--- src/hdl/sphere_grid_vertex_generator_macros.svh ---
// Assertion macros shared by the sphere grid vertex generator.
`ifndef SPHERE_GRID_VERTEX_GENERATOR_MACROS_SVH
`define SPHERE_GRID_VERTEX_GENERATOR_MACROS_SVH

// Checks expr in the same cycle as cond.
`define SGV_ASSERT_NOW(label, cond, expr, msg) \
   label: assert property (@(posedge clock) disable iff (reset) (cond) |-> (expr)) \
      else $error(msg);

// Checks expr in the cycle after cond.
`define SGV_ASSERT_NEXT(label, cond, expr, msg) \
   label: assert property (@(posedge clock) disable iff (reset) (cond) |=> (expr)) \
      else $error(msg);

`endif

--- src/hdl/sgv_pkg.sv ---
// Types, constants and the arctangent table of the sphere grid vertex generator.
package sgv_pkg;

   localparam int MAX_GRID      = 1024;
   localparam int CORDIC_STAGES = 16;
   localparam int IDX_W         = $clog2(MAX_GRID);
   localparam int CNT_W         = IDX_W + 1;
   localparam int RAD_W         = 16;
   localparam int ANG_W         = 32;
   localparam int DIV_W         = IDX_W + ANG_W;
   localparam int DIV_STEPS     = DIV_W;
   localparam int XY_W          = 32;
   localparam int STAGE_W       = 5;
   localparam int TEX_W         = 17;
   localparam int POS_W         = 17;
   localparam int NRM_W         = 16;
   localparam int TEX_DLY       = CORDIC_STAGES + 4;
   localparam int PIPE_DEPTH    = DIV_STEPS + 1 + CORDIC_STAGES + 4;

   localparam logic signed [XY_W-1:0] CORDIC_GAIN = 32'sd652032874;
   localparam logic [TEX_W-1:0]       TEX_ONE     = 17'd65536;

   typedef enum logic [1:0] {
      CSR_ROW_COUNT     = 2'd0,
      CSR_COLUMN_COUNT  = 2'd1,
      CSR_SPHERE_RADIUS = 2'd2
   } csr_index_type;

   // One step of the long division: partial remainder, and the dividend bits
   // still to come with the quotient bits shifted in behind them.
   typedef struct packed {
      logic [IDX_W-1:0] rem;
      logic [DIV_W-1:0] work;
   } div_vec_type;

   typedef struct packed {
      logic signed [XY_W-1:0] x;
      logic signed [XY_W-1:0] y;
      logic signed [XY_W-1:0] z;
      logic [1:0]             quad;
   } cordic_vec_type;

   // Arctangent of 2^-i in units of 2^-32 of a turn.
   function automatic logic [30:0] atan_turn(input logic [STAGE_W-1:0] i);
      logic [30:0] a;
      case (i)
         5'd0:  a = 31'd536870912;
         5'd1:  a = 31'd316933406;
         5'd2:  a = 31'd167458907;
         5'd3:  a = 31'd85004756;
         5'd4:  a = 31'd42667331;
         5'd5:  a = 31'd21354465;
         5'd6:  a = 31'd10679838;
         5'd7:  a = 31'd5340245;
         5'd8:  a = 31'd2670163;
         5'd9:  a = 31'd1335087;
         5'd10: a = 31'd667544;
         5'd11: a = 31'd333772;
         5'd12: a = 31'd166886;
         5'd13: a = 31'd83443;
         5'd14: a = 31'd41722;
         5'd15: a = 31'd20861;
         5'd16: a = 31'd10430;
         5'd17: a = 31'd5215;
         5'd18: a = 31'd2608;
         5'd19: a = 31'd1304;
         5'd20: a = 31'd652;
         5'd21: a = 31'd326;
         5'd22: a = 31'd163;
         5'd23: a = 31'd81;
         5'd24: a = 31'd41;
         5'd25: a = 31'd20;
         5'd26: a = 31'd10;
         5'd27: a = 31'd5;
         5'd28: a = 31'd3;
         5'd29: a = 31'd1;
         5'd30: a = 31'd1;
         default: a = 31'd0;
      endcase
      return a;
   endfunction

endpackage

--- src/hdl/sgv_div_cell.sv ---
// One restoring-division cell: takes one dividend bit and yields one quotient bit.
module sgv_div_cell
   import sgv_pkg::*;
(
   input  logic             clock,
   input  logic             en,
   input  logic [IDX_W-1:0] divisor,
   input  div_vec_type      vec_i,
   output div_vec_type      vec_o
);

   div_vec_type    vec_ff;
   div_vec_type    vec_in;
   logic [IDX_W:0] trial;
   logic [IDX_W:0] diff;
   logic           fits;

   always_comb begin
      trial  = {vec_i.rem, vec_i.work[DIV_W-1]};
      diff   = trial - {1'b0, divisor};
      fits   = (trial >= {1'b0, divisor});
      vec_in.rem  = fits ? diff[IDX_W-1:0] : trial[IDX_W-1:0];
      vec_in.work = {vec_i.work[DIV_W-2:0], fits};
   end

   always_ff @(posedge clock) begin
      if (en) begin
         vec_ff <= vec_in;
      end
   end

   assign vec_o = vec_ff;

endmodule

--- config.mk ---
export PLATFORM = sky130hd
export DESIGN_NAME = sgv_div_cell
export DESIGN_NICKNAME = d
export VERILOG_FILES = /design/src/hdl/sphere_grid_vertex_generator_macros.svh /design/src/hdl/sgv_pkg.sv /design/src/hdl/sgv_div_cell.sv
export SDC_FILE = /design/constraint.sdc
export NUM_CORES = 1
export LEC_CHECK = 0
export BUFFER_PORTS_ARGS = -buffer_cell sky130_fd_sc_hd__buf_2
export CAP_MARGIN = 20
export CORE_ASPECT_RATIO = 0.7
export CORE_MARGIN = 1.5
export CORE_UTILIZATION = 48
export DETAILED_ROUTE_END_ITERATION = 10
export GPL_TIMING_DRIVEN = 0
export PLACE_DENSITY = 0.9
export SLEW_MARGIN = 20
export SYNTH_ARGS = -nofsm -noshare
export SYNTH_HDL_FRONTEND = slang
export SYNTH_SLANG_ARGS = --single-unit
--- constraint.sdc ---
create_clock -name clock -period 4.53 [get_ports clock]
set_input_delay 0.2265 -clock clock [delete_from_list [all_inputs] [get_ports clock]]
set_output_delay 0.2265 -clock clock [all_outputs]
set_load 0.02 [all_outputs]
==> out/results.ini <==
[yosys]
synth_nets=202
synth.top_cell.area_share_pct=71.5
ys_warn_count=0
syn_area_um2=2180
synth_area_leaders=edfxtp_1 71%, ha_1 5.7%, mux2_4 4.8%
synth-seq-area-share_pct=71.5
synth-seq-cells=52
netlist_instances=127
ys_types=32
synth_largest_area_cell=edfxtp_1
synth.avg_cell_area_um2=17.2

[critical_path]
path_cells=buf_2 > inv_1 > ha_1 > inv_1 > fa_1 > a211oi_1 > o21bai_1 > a221oi_1 > xnor2_1 > mux2_4
critPathSlowestCell=fa_1
critPathMaxStageDelay_ps=430
cp-start-kind=input pin
path_buf_inv=3
cpMostUsedCell=inv_1
endpoint_kind=register
required_ps=4580
cp_max_fo=3
critical_path_arrival_ps=2160
crit_type=input pin to register
cpLargestDelayFamily=compound AO/OA/AOI/OAI gates

[die]
chipWidth_um=83.6
dieHeight_um=59.4
boundaryPins=116
rows=20
die-area_um2=4970
core_area_um2=4350
start_util_pct=50.2

[power]
vdd_ir_drop_max_mv=0.215
p_per_area_nw_per_um2=367
power.leakage_nw=1.33

[timing]
finalCriticalPeriod_ps=2110
tightest_slew_ps=365
clock.fmax_ghz=0.473
finalHoldViolations=0
rsz0062_at_grt=no
slew_viol_final=0
maxSlewHeadroom_pct=75.6
tns_ps=0
setup_ws_ps=2420
finalCritPeriodShare_pct=46.6
setup_viol=0

[finish]
fin_cells=306
fillers=311
final_common_cell=buf_2
drive_above_1_share_pct=53.8
diodes=0
nets=325
largest_reg_flops=52
postLayoutCellArea_um2=2940
most-common-layout-cells=115 x buf_2, 52 x edfxtp_1, 12 x inv_1, 10 x ha_1, 7 x mux2_4
area_growth_pct=34.5

[routing]
drt_first_pass_iters=4
postRouteAntennaNets=0
detail_route.wl_per_cell_um=14.0
first_iter_violations=27
vias=1477
route.detailed.drc=0
finalWirelength_um=4290
via_per_inst=4.83

[min_path]
min_path_type=input pin to register
worstHoldEndpoint=vec_o[11]
holdCritStartpoint=vec_i[10]
whs_path_depth=1

[flow_run]
drv_cap=0

[cts]
clockRootBuffer=clkbuf_8
post-cts-setup-buffers=0
hold_buffers=0
ctsResizeCount=0
cts_buffers=5
clkTransAtPathRegs_ps=90
clockBufferDepth=2
clock_sinks=52
cts_tree=built
cts_max_level=2

[placement]
dp_hpwl_um=3430
port_buffers=115
routabilityCongestion=0.839
post-place-ws_ps=2130
placedCellCount=297
place_area_um2=2830

[grt]
grt_use_total_pct=17.7
grt_max_degree=53
antenna_found_initial=0
grt_pass1_wl_um=6580
grt_pass1_vias=1397
grt_overflow=0

[outcome]
status=finished clean

power breakdown:
part	internal (mW)	switching [mW]	total, mW
registers	0.582	0.00967	0.592
logic	0.100	0.136	0.236
clock network	0.110	0.140	0.250
per-layer routing:
metal | GRT usage [%] | share of wire [%] | up-vias
met2 | 30.2 | 50 | 67
li1 | - | - | 723
met5 | 0 | 0 | -
met1 | 22.3 | 42 | 682
met3 | 4.74 | 7.4 | 5
met4 | 6.79 | 1.1 | 0
final cells by class:
type / instances / area [um2] / share of cell area (%)
tap: 55 / 68.8 / 2.34
multi-input combinational: 62 / 572 / 19.5
inverter: 13 / 51.3 / 1.75
sequential: 52 / 1560 / 53.2
clock buffer: 6 / 72.6 / 2.47
timing repair buffer: 116 / 596 / 20.3
clock inverter: 2 / 16.3 / 0.554
worst max-delay path by stage:
stage	cells past startpoint	slack, ps	start	endpoint
after CTS	10	2440	vec_i[41]	vec_o[50]
after floorplan	9	2450	vec_i[41]	vec_o[50]
after detailed placement	10	2130	vec_i[41]	vec_o[50]
after global routing	10	2330	vec_i[41]	vec_o[50]
after global placement	10	2220	vec_i[41]	vec_o[50]
final	10	2420	vec_i[41]	vec_o[50]
cell usage after synthesis:
master     instances
o31a_1             1
nor2_1             3
nand3_2            1
a211oi_1           1
mux2_4             7
o211ai_1           1
nor4_1             2
inv_1             12
nand2_1            5
fa_1               1
edfxtp_1          52
nor2b_1            1
nand2b_1           1
o21a_1             1
a21oi_1            5
nand3_1            1
o21bai_1           1
inv_4              1
mux2_1             1
and3_1             1
o21a_4             1
a2111oi_2          1
a211oi_4           1
a221oi_1           1
a21o_1             2
o21ai_0            2
xor2_1             2
mux2i_1            1
ha_1              10
o31ai_1            1
nand3b_1           1
xnor2_1            5
stage by stage:
stage	hold slack, ps	total power, mW	util (%)
6_report	99.7	1.08	67.5
5_1_grt	79.0	1.13	67.5
4_1_cts	93.0	1.09	67.0
3_5_place_dp	405	0.840	65.0
3_3_place_gp	403	0.832	65.0
2_1_floorplan	325	0.748	-
logic make-up after synthesis:
| family | synth area share, % |
|---|---|
| buf+inv | 2.35 |
| fa+ha+maj | 6.64 |
| flops | 71.5 |
| simple gates | 3.84 |
| mux | 5.78 |
| xor+xnor | 2.81 |
| compound gates | 7.10 |
No activity file was read; power rests on OpenSTA's default activity.
