## src/hdl/sphere_grid_vertex_generator_macros.svh

```systemverilog
// Assertion macros shared by the sphere grid vertex generator.
`ifndef SPHERE_GRID_VERTEX_GENERATOR_MACROS_SVH
`define SPHERE_GRID_VERTEX_GENERATOR_MACROS_SVH

// Checks expr in the same cycle as cond.
`define SGV_ASSERT_NOW(label, cond, expr, msg) \
   label: assert property (@(posedge clock) disable iff (reset) (cond) |-> (expr)) \
      else $error(msg);

// Checks expr in the cycle after cond.
`define SGV_ASSERT_NEXT(label, cond, expr, msg) \
   label: assert property (@(posedge clock) disable iff (reset) (cond) |=> (expr)) \
      else $error(msg);

`endif

```

## src/hdl/sgv_pkg.sv

```systemverilog
// Types, constants and the arctangent table of the sphere grid vertex generator.
package sgv_pkg;

   localparam int MAX_GRID      = 1024;
   localparam int CORDIC_STAGES = 16;
   localparam int IDX_W         = $clog2(MAX_GRID);
   localparam int CNT_W         = IDX_W + 1;
   localparam int RAD_W         = 16;
   localparam int ANG_W         = 32;
   localparam int DIV_W         = IDX_W + ANG_W;
   localparam int DIV_STEPS     = DIV_W;
   localparam int XY_W          = 32;
   localparam int STAGE_W       = 5;
   localparam int TEX_W         = 17;
   localparam int POS_W         = 17;
   localparam int NRM_W         = 16;
   localparam int TEX_DLY       = CORDIC_STAGES + 4;
   localparam int PIPE_DEPTH    = DIV_STEPS + 1 + CORDIC_STAGES + 4;

   localparam logic signed [XY_W-1:0] CORDIC_GAIN = 32'sd652032874;
   localparam logic [TEX_W-1:0]       TEX_ONE     = 17'd65536;

   typedef enum logic [1:0] {
      CSR_ROW_COUNT     = 2'd0,
      CSR_COLUMN_COUNT  = 2'd1,
      CSR_SPHERE_RADIUS = 2'd2
   } csr_index_type;

   // One step of the long division: partial remainder, and the dividend bits
   // still to come with the quotient bits shifted in behind them.
   typedef struct packed {
      logic [IDX_W-1:0] rem;
      logic [DIV_W-1:0] work;
   } div_vec_type;

   typedef struct packed {
      logic signed [XY_W-1:0] x;
      logic signed [XY_W-1:0] y;
      logic signed [XY_W-1:0] z;
      logic [1:0]             quad;
   } cordic_vec_type;

   // Arctangent of 2^-i in units of 2^-32 of a turn.
   function automatic logic [30:0] atan_turn(input logic [STAGE_W-1:0] i);
      logic [30:0] a;
      case (i)
         5'd0:  a = 31'd536870912;
         5'd1:  a = 31'd316933406;
         5'd2:  a = 31'd167458907;
         5'd3:  a = 31'd85004756;
         5'd4:  a = 31'd42667331;
         5'd5:  a = 31'd21354465;
         5'd6:  a = 31'd10679838;
         5'd7:  a = 31'd5340245;
         5'd8:  a = 31'd2670163;
         5'd9:  a = 31'd1335087;
         5'd10: a = 31'd667544;
         5'd11: a = 31'd333772;
         5'd12: a = 31'd166886;
         5'd13: a = 31'd83443;
         5'd14: a = 31'd41722;
         5'd15: a = 31'd20861;
         5'd16: a = 31'd10430;
         5'd17: a = 31'd5215;
         5'd18: a = 31'd2608;
         5'd19: a = 31'd1304;
         5'd20: a = 31'd652;
         5'd21: a = 31'd326;
         5'd22: a = 31'd163;
         5'd23: a = 31'd81;
         5'd24: a = 31'd41;
         5'd25: a = 31'd20;
         5'd26: a = 31'd10;
         5'd27: a = 31'd5;
         5'd28: a = 31'd3;
         5'd29: a = 31'd1;
         5'd30: a = 31'd1;
         default: a = 31'd0;
      endcase
      return a;
   endfunction

endpackage

```

## src/hdl/sgv_cordic_cell.sv

```systemverilog
// One rotation-mode CORDIC cell with a registered output.
module sgv_cordic_cell
   import sgv_pkg::*;
(
   input  logic               clock,
   input  logic               en,
   input  logic [STAGE_W-1:0] stage,
   input  cordic_vec_type     vec_i,
   output cordic_vec_type     vec_o
);

   cordic_vec_type         vec_ff;
   cordic_vec_type         vec_in;
   logic signed [XY_W-1:0] dx;
   logic signed [XY_W-1:0] dy;
   logic signed [XY_W-1:0] at;

   always_comb begin
      dx = vec_i.x >>> stage;
      dy = vec_i.y >>> stage;
      at = signed'({1'b0, atan_turn(stage)});
      vec_in.quad = vec_i.quad;
      if (!vec_i.z[XY_W-1]) begin
         vec_in.x = vec_i.x - dy;
         vec_in.y = vec_i.y + dx;
         vec_in.z = vec_i.z - at;
      end else begin
         vec_in.x = vec_i.x + dy;
         vec_in.y = vec_i.y - dx;
         vec_in.z = vec_i.z + at;
      end
   end

   always_ff @(posedge clock) begin
      if (en) begin
         vec_ff <= vec_in;
      end
   end

   assign vec_o = vec_ff;

endmodule

```

## config.mk

```make
export PLATFORM = sky130hd
export DESIGN_NAME = sgv_cordic_cell
export DESIGN_NICKNAME = d
export VERILOG_FILES = /design/src/hdl/sphere_grid_vertex_generator_macros.svh /design/src/hdl/sgv_pkg.sv /design/src/hdl/sgv_cordic_cell.sv
export SDC_FILE = /design/constraint.sdc
export NUM_CORES = 1
export LEC_CHECK = 0
export ABC_AREA = 1
export BUFFER_PORTS_ARGS = -buffer_cell sky130_fd_sc_hd__clkbuf_2
export CORE_MARGIN = 1.5
export CORE_UTILIZATION = 55
export CTS_BUF_LIST = sky130_fd_sc_hd__clkbuf_4
export CTS_CLUSTER_DIAMETER = 120
export DETAILED_ROUTE_END_ITERATION = 16
export PLACE_DENSITY = 0.83
export SETUP_SLACK_MARGIN = 0.05
export SLEW_MARGIN = 10
export SYNTH_ARGS = -nofsm -noshare
export SYNTH_HDL_FRONTEND = slang
export SYNTH_SLANG_ARGS = --single-unit
```

## constraint.sdc

```tcl
create_clock -name clock -period 4.2 [get_ports clock]
set_input_delay 0.21 -clock clock [delete_from_list [all_inputs] [get_ports clock]]
set_output_delay 0.21 -clock clock [all_outputs]
set_load 0.05 [all_outputs]
```

==> flow_summary.html <==
<table>
<tr><th>Metric</th><th>Value</th></tr>
<tr><th colspan="2">Floorplan</th></tr>
<tr><td>Num ports</td><td>between 200 and 250</td></tr>
<tr><td>Overall die width</td><td>about 170 um</td></tr>
<tr><td>Core ar.</td><td>26200 sq um</td></tr>
<tr><td>Die Area</td><td>roughly 28000 sq um</td></tr>
<tr><td>Number of rows created at floorplan</td><td>59</td></tr>
<tr><td>Die boundary height</td><td>about 170 um</td></tr>
<tr><td>Initial core utilization</td><td>between 50% and 60%</td></tr>
<tr><th colspan="2">Pwr</th></tr>
<tr><td>Combinational group share of total power</td><td>around 70%</td></tr>
<tr><td>Net switching power</td><td>~3.5 mW</td></tr>
<tr><td>Power per cell area</td><td>~350 nW/um^2</td></tr>
<tr><td>Final Power</td><td>6.93 mW</td></tr>
<tr><td>Internal Pwr Total</td><td>about 3.4 mW</td></tr>
<tr><td>Clock network power share</td><td>about 8%</td></tr>
<tr><td>Worst voltage drop across the vdd grid</td><td>0.387 mV</td></tr>
<tr><td>Static leakage power</td><td>10.6 nW</td></tr>
<tr><td>Sw Share</td><td>between 50% and 60%</td></tr>
<tr><td>Register share of total power</td><td>~22%</td></tr>
<tr><th colspan="2">Clocking</th></tr>
<tr><td>Clk root buf</td><td>sky130_fd_sc_hd__clkbuf_4</td></tr>
<tr><td>Clock-pin slew on the worst setup and hold paths</td><td>~0.21 ns</td></tr>
<tr><td>Clock tree from TritonCTS</td><td>built</td></tr>
<tr><td>Number of buffers on the longest clock path</td><td>2</td></tr>
<tr><td>Total CTS buffers</td><td>9</td></tr>
<tr><td>Clock sinks</td><td>between 90 and 100</td></tr>
<tr><td>Level count of the clock H-tree</td><td>3</td></tr>
<tr><th colspan="2">Global routing</th></tr>
<tr><td>Tot GR Track Use</td><td>between 30% and 40%</td></tr>
<tr><td>Remaining global-route overflow</td><td>0</td></tr>
<tr><td>Number of antenna violations at the first check in global routing</td><td>1</td></tr>
<tr><td>Via count of the first global-routing pass</td><td>18.0k</td></tr>
<tr><td>Maximum number of pins on one net before global-route repair</td><td>70</td></tr>
<tr><td>Global-route wire length before repair</td><td>approximately 90000 um</td></tr>
<tr><th colspan="2">STA</th></tr>
<tr><td>Time the final worst path needs with I/O delays and setup</td><td>slightly below 4 ns</td></tr>
<tr><td>Worst path setup slack after routing</td><td>0.221 ns</td></tr>
<tr><td>Fin. Hold Viols</td><td>0</td></tr>
<tr><td>Worst slew margin relative to its limit</td><td>40.4%</td></tr>
<tr><td>Setup repair after global routing missed its margin</td><td>true</td></tr>
<tr><td>Timing-limited maximum frequency</td><td>roughly 0.25 GHz</td></tr>
<tr><td>Period utilization</td><td>94.7%</td></tr>
<tr><td>Final Max Slew Viols</td><td>0</td></tr>
<tr><td>Hold_ws</td><td>around 0.090 ns</td></tr>
<tr><td># setup viols final</td><td>0</td></tr>
<tr><td>Transition time at the pin with the least slew margin</td><td>about 0.89 ns</td></tr>
<tr><th colspan="2">Placed design</th></tr>
<tr><td>Final estimated routing congestion in global placement</td><td>roughly 1.1</td></tr>
<tr><td>Number of I/O port buffers</td><td>between 200 and 250</td></tr>
<tr><td>Half-perimeter wire length after placement</td><td>45600 um</td></tr>
<tr><td>Pre-CTS WS</td><td>-0.524 ns</td></tr>
<tr><th colspan="2">Cells and area</th></tr>
<tr><td>Most common library cell in the layout ignoring fill and taps</td><td>sky130_fd_sc_hd__nand2_1</td></tr>
<tr><td>Area growth syn-to-layout</td><td>33.6%</td></tr>
<tr><td>Share of layout cells above drive strength 1</td><td>between 20% and 30%</td></tr>
<tr><td>Most frequent cells in the layout</td><td>sky130_fd_sc_hd__nand2_1, sky130_fd_sc_hd__buf_4, sky130_fd_sc_hd__nand3_1</td></tr>
<tr><td>Max reg flops</td><td>98</td></tr>
<tr><td>Layout net count</td><td>between 3k and 4k</td></tr>
<tr><td>Filler cells</td><td>2100</td></tr>
<tr><th colspan="2">Logic synthesis</th></tr>
<tr><td>Post-synthesis net count</td><td>~2.6k</td></tr>
<tr><td>Sequential-to-total area share from yosys stat</td><td>between 10% and 20%</td></tr>
<tr><td>Cell area after synthesis</td><td>between 10000 and 15000 sq um</td></tr>
<tr><td>Most instantiated flip-flop cell in the synthesis netlist</td><td>sky130_fd_sc_hd__edfxtp_1</td></tr>
<tr><td>Synthesis warning total</td><td>0</td></tr>
<tr><td>Async set-reset flop share out of synthesis</td><td>0%</td></tr>
<tr><td>Count of distinct cell types in the synthesized netlist</td><td>53</td></tr>
<tr><td>Post-Synthesis Cells</td><td>around 2.4k</td></tr>
<tr><td>Synthesized area divided by synthesized cell count</td><td>~6.3 sq um</td></tr>
<tr><td>Number of storage elements in the synthesis netlist</td><td>98</td></tr>
<tr><td>Number of enable flip-flop cells after synthesis</td><td>98</td></tr>
<tr><th colspan="2">Worst hold path</th></tr>
<tr><td>Instance count along the most critical hold path</td><td>2</td></tr>
<tr><td>Destination of the worst hold path</td><td>vec_o[35]</td></tr>
<tr><td>Worst hold path class</td><td>in2reg</td></tr>
<tr><td>Startpoint of the lowest-slack hold path</td><td>vec_i[35]</td></tr>
<tr><th colspan="2">Setup path</th></tr>
<tr><td>WP data required</td><td>4.46 ns</td></tr>
<tr><td>Largest fanout on the critical path</td><td>10</td></tr>
<tr><td>Worst Setup Path Type</td><td>in2reg</td></tr>
<tr><td>Start point of the critical path</td><td>stage[2]</td></tr>
<tr><td>CP Launch Type</td><td>primary input</td></tr>
<tr><td>Crit end category</td><td>flip-flop</td></tr>
<tr><td>Worst path arrival time</td><td>4.24 ns</td></tr>
<tr><th colspan="2">Drt</th></tr>
<tr><td>Final routed wirelength across all metal layers</td><td>56000 um</td></tr>
<tr><td>DR vias/cell</td><td>about 5.7</td></tr>
<tr><td>Post-detailed-route count of antenna-violating nets</td><td>0</td></tr>
<tr><td>Count of unresolved DRC violations after routing</td><td>0</td></tr>
<tr><td>Vias post-DR</td><td>18.6k</td></tr>
<tr><td>Wire length per cell</td><td>roughly 17 um</td></tr>
<tr><td>Number of DRC violations after detailed-routing iteration 0</td><td>~2.0k</td></tr>
<tr><td>Detailed Routing Iterations Pass 1</td><td>6</td></tr>
<tr><th colspan="2">Job</th></tr>
<tr><td>Max-cap viol count</td><td>0</td></tr>
<tr><th colspan="2">Run status</th></tr>
<tr><td>Result of the run</td><td>completed</td></tr>
</table>
==> power groups by stage <==
stage | clock (mW) | sequential [mW] | combinational (mW)
6_report | 0.558 | 1.53 | 4.84
5_1_grt | 0.594 | 1.56 | 5.17
4_1_cts | 0.562 | 1.53 | 4.69
3_5_place_dp | 0 | 1.56 | 4.66
3_3_place_gp | 0 | 1.55 | 4.56
2_1_floorplan | 0 | 2.49 | 1.95
==> how the worst max path moves through the flow <==
stage / to / depth (start not counted)
after floorplan: vec_o[33] / 27
after global placement: vec_o[65] / 30
after detailed placement: vec_o[65] / 30
after CTS: vec_o[65] / 30
after global routing: vec_o[31] / 25
final: vec_o[95] / 27
==> kinds of logic (layout without fill, tap and decap cells) <==
group           count (synthesis)  count (layout)  share of synthesized area, %
simple gates                 1388            1388                          40.2
buf+inv                       311             906                          9.17
compound gates                289             289                          11.2
xor+xnor                      156             156                          9.24
fa+ha+maj                     120             120                          10.3
flops                          98              98                          19.9
other cells                     0               1                             0
==> repair_timing <==
item | in CTS | in global routing
resized for setup | 1 | 50
hold buffers | 4 | 0
endpoints found under the setup margin | 1 | 25
setup buffers | 0 | 2
pin swaps | 0 | 9
endpoints found under the hold margin | 4 | 0
==> worst max-delay path: stages <==
cell and delay (ns):
sky130_fd_sc_hd__clkbuf_2 0.22, sky130_fd_sc_hd__inv_2 0.17, sky130_fd_sc_hd__nor2_1 0.53, sky130_fd_sc_hd__buf_4 0.22, sky130_fd_sc_hd__nand3_1 0.07, sky130_fd_sc_hd__nand2_1 0.09
sky130_fd_sc_hd__nand2_1 0.05, sky130_fd_sc_hd__nand2_1 0.13, sky130_fd_sc_hd__inv_2 0.05, sky130_fd_sc_hd__nand2_2 0.11, sky130_fd_sc_hd__nor2_2 0.05, sky130_fd_sc_hd__and2_1 0.16
sky130_fd_sc_hd__nand2_1 0.11, sky130_fd_sc_hd__nand2_1 0.08, sky130_fd_sc_hd__xor2_1 0.17, sky130_fd_sc_hd__inv_1 0.06, sky130_fd_sc_hd__ha_1 0.37, sky130_fd_sc_hd__nand2_1 0.10
sky130_fd_sc_hd__inv_1 0.12, sky130_fd_sc_hd__nand2_1 0.10, sky130_fd_sc_hd__nor3_2 0.17, sky130_fd_sc_hd__nand2_1 0.12, sky130_fd_sc_hd__o211ai_1 0.35, sky130_fd_sc_hd__nand2_1 0.09
sky130_fd_sc_hd__nand2_1 0.12, sky130_fd_sc_hd__a211oi_2 0.08, sky130_fd_sc_hd__xor2_1 0.15
==> layer usage <==
| metal | up-vias | share of wire, % | global-route usage [%] |
|---|---|---|---|
| met4 | 0 | 4.9 | 18.9 |
| met5 | - | 0 | 0 |
| met2 | 1025 | 47 | 66.4 |
| met1 | 8419 | 40 | 47.8 |
| li1 | 8992 | - | - |
| met3 | 203 | 8.7 | 6.46 |
==> area by class of cell <==
cell class	instances	area (sq um)	share of cell area [%]
clock inverter	6	50.0	0.253
antenna	1	2.50	0.0127
timing repair buffer	660	4670	23.7
sequential	98	2940	14.9
multi-input combinational	1953	10700	54.3
clock buffer	10	75.1	0.380
tap	335	419	2.12
inverter	230	868	4.40
==> Yosys cell counts (2+ instances only) <==
master / instances / area, sq um
sky130_fd_sc_hd__xor2_1: 108 / 946
sky130_fd_sc_hd__buf_1: 9 / 33.8
sky130_fd_sc_hd__o21ai_1: 4 / 20.0
sky130_fd_sc_hd__clkbuf_1: 17 / 63.8
sky130_fd_sc_hd__o221a_2: 2 / 22.5
sky130_fd_sc_hd__buf_4: 7 / 52.6
sky130_fd_sc_hd__nand2_1: 772 / 2900
sky130_fd_sc_hd__a21boi_0: 4 / 30.0
sky130_fd_sc_hd__inv_1: 201 / 754
sky130_fd_sc_hd__nor3_1: 28 / 140
sky130_fd_sc_hd__a31oi_1: 16 / 100
sky130_fd_sc_hd__a21oi_1: 131 / 656
sky130_fd_sc_hd__nand3_1: 335 / 1680
sky130_fd_sc_hd__edfxtp_1: 98 / 2940
sky130_fd_sc_hd__ha_1: 117 / 1460
sky130_fd_sc_hd__buf_2: 34 / 170
sky130_fd_sc_hd__nor4_1: 7 / 43.8
sky130_fd_sc_hd__buf_6: 12 / 135
sky130_fd_sc_hd__nor2_4: 3 / 33.8
sky130_fd_sc_hd__inv_2: 27 / 101
sky130_fd_sc_hd__nand3_2: 3 / 30.0
sky130_fd_sc_hd__nor2_1: 165 / 619
sky130_fd_sc_hd__o221ai_1: 2 / 17.5
sky130_fd_sc_hd__fa_1: 3 / 60.1
sky130_fd_sc_hd__o21bai_1: 2 / 15.0
sky130_fd_sc_hd__a21o_1: 8 / 60.1
sky130_fd_sc_hd__nand4_1: 13 / 81.3
sky130_fd_sc_hd__a21oi_2: 2 / 17.5
sky130_fd_sc_hd__nand2_2: 29 / 181
sky130_fd_sc_hd__xnor2_1: 48 / 420
sky130_fd_sc_hd__o211ai_1: 12 / 90.1
sky130_fd_sc_hd__o21ai_0: 79 / 395
sky130_fd_sc_hd__o21a_1: 10 / 75.1
sky130_fd_sc_hd__nand3b_1: 6 / 45.0
sky130_fd_sc_hd__or2_1: 2 / 12.5
sky130_fd_sc_hd__a211oi_1: 7 / 52.6
sky130_fd_sc_hd__o22ai_1: 3 / 18.8
sky130_fd_sc_hd__nor2_2: 21 / 131
==> through the flow <==
| stage | area [sq um] | std cells | util [%] | setup TNS [ns] |
|---|---|---|---|---|
| finish | 19700 | 3293 | 75.4 | 0 |
| CTS | 19500 | 3290 | 74.5 | 0 |
| global placement | 19400 | 3270 | 73.9 | -4.98 |
| floorplan | 14800 | 2362 | - | 0 |
| global route | 19700 | 3293 | 75.4 | -0.0853 |
| detailed placement | 19400 | 3270 | 73.9 | -7.28 |
Note: power is estimated with default switching activity, not from simulation.
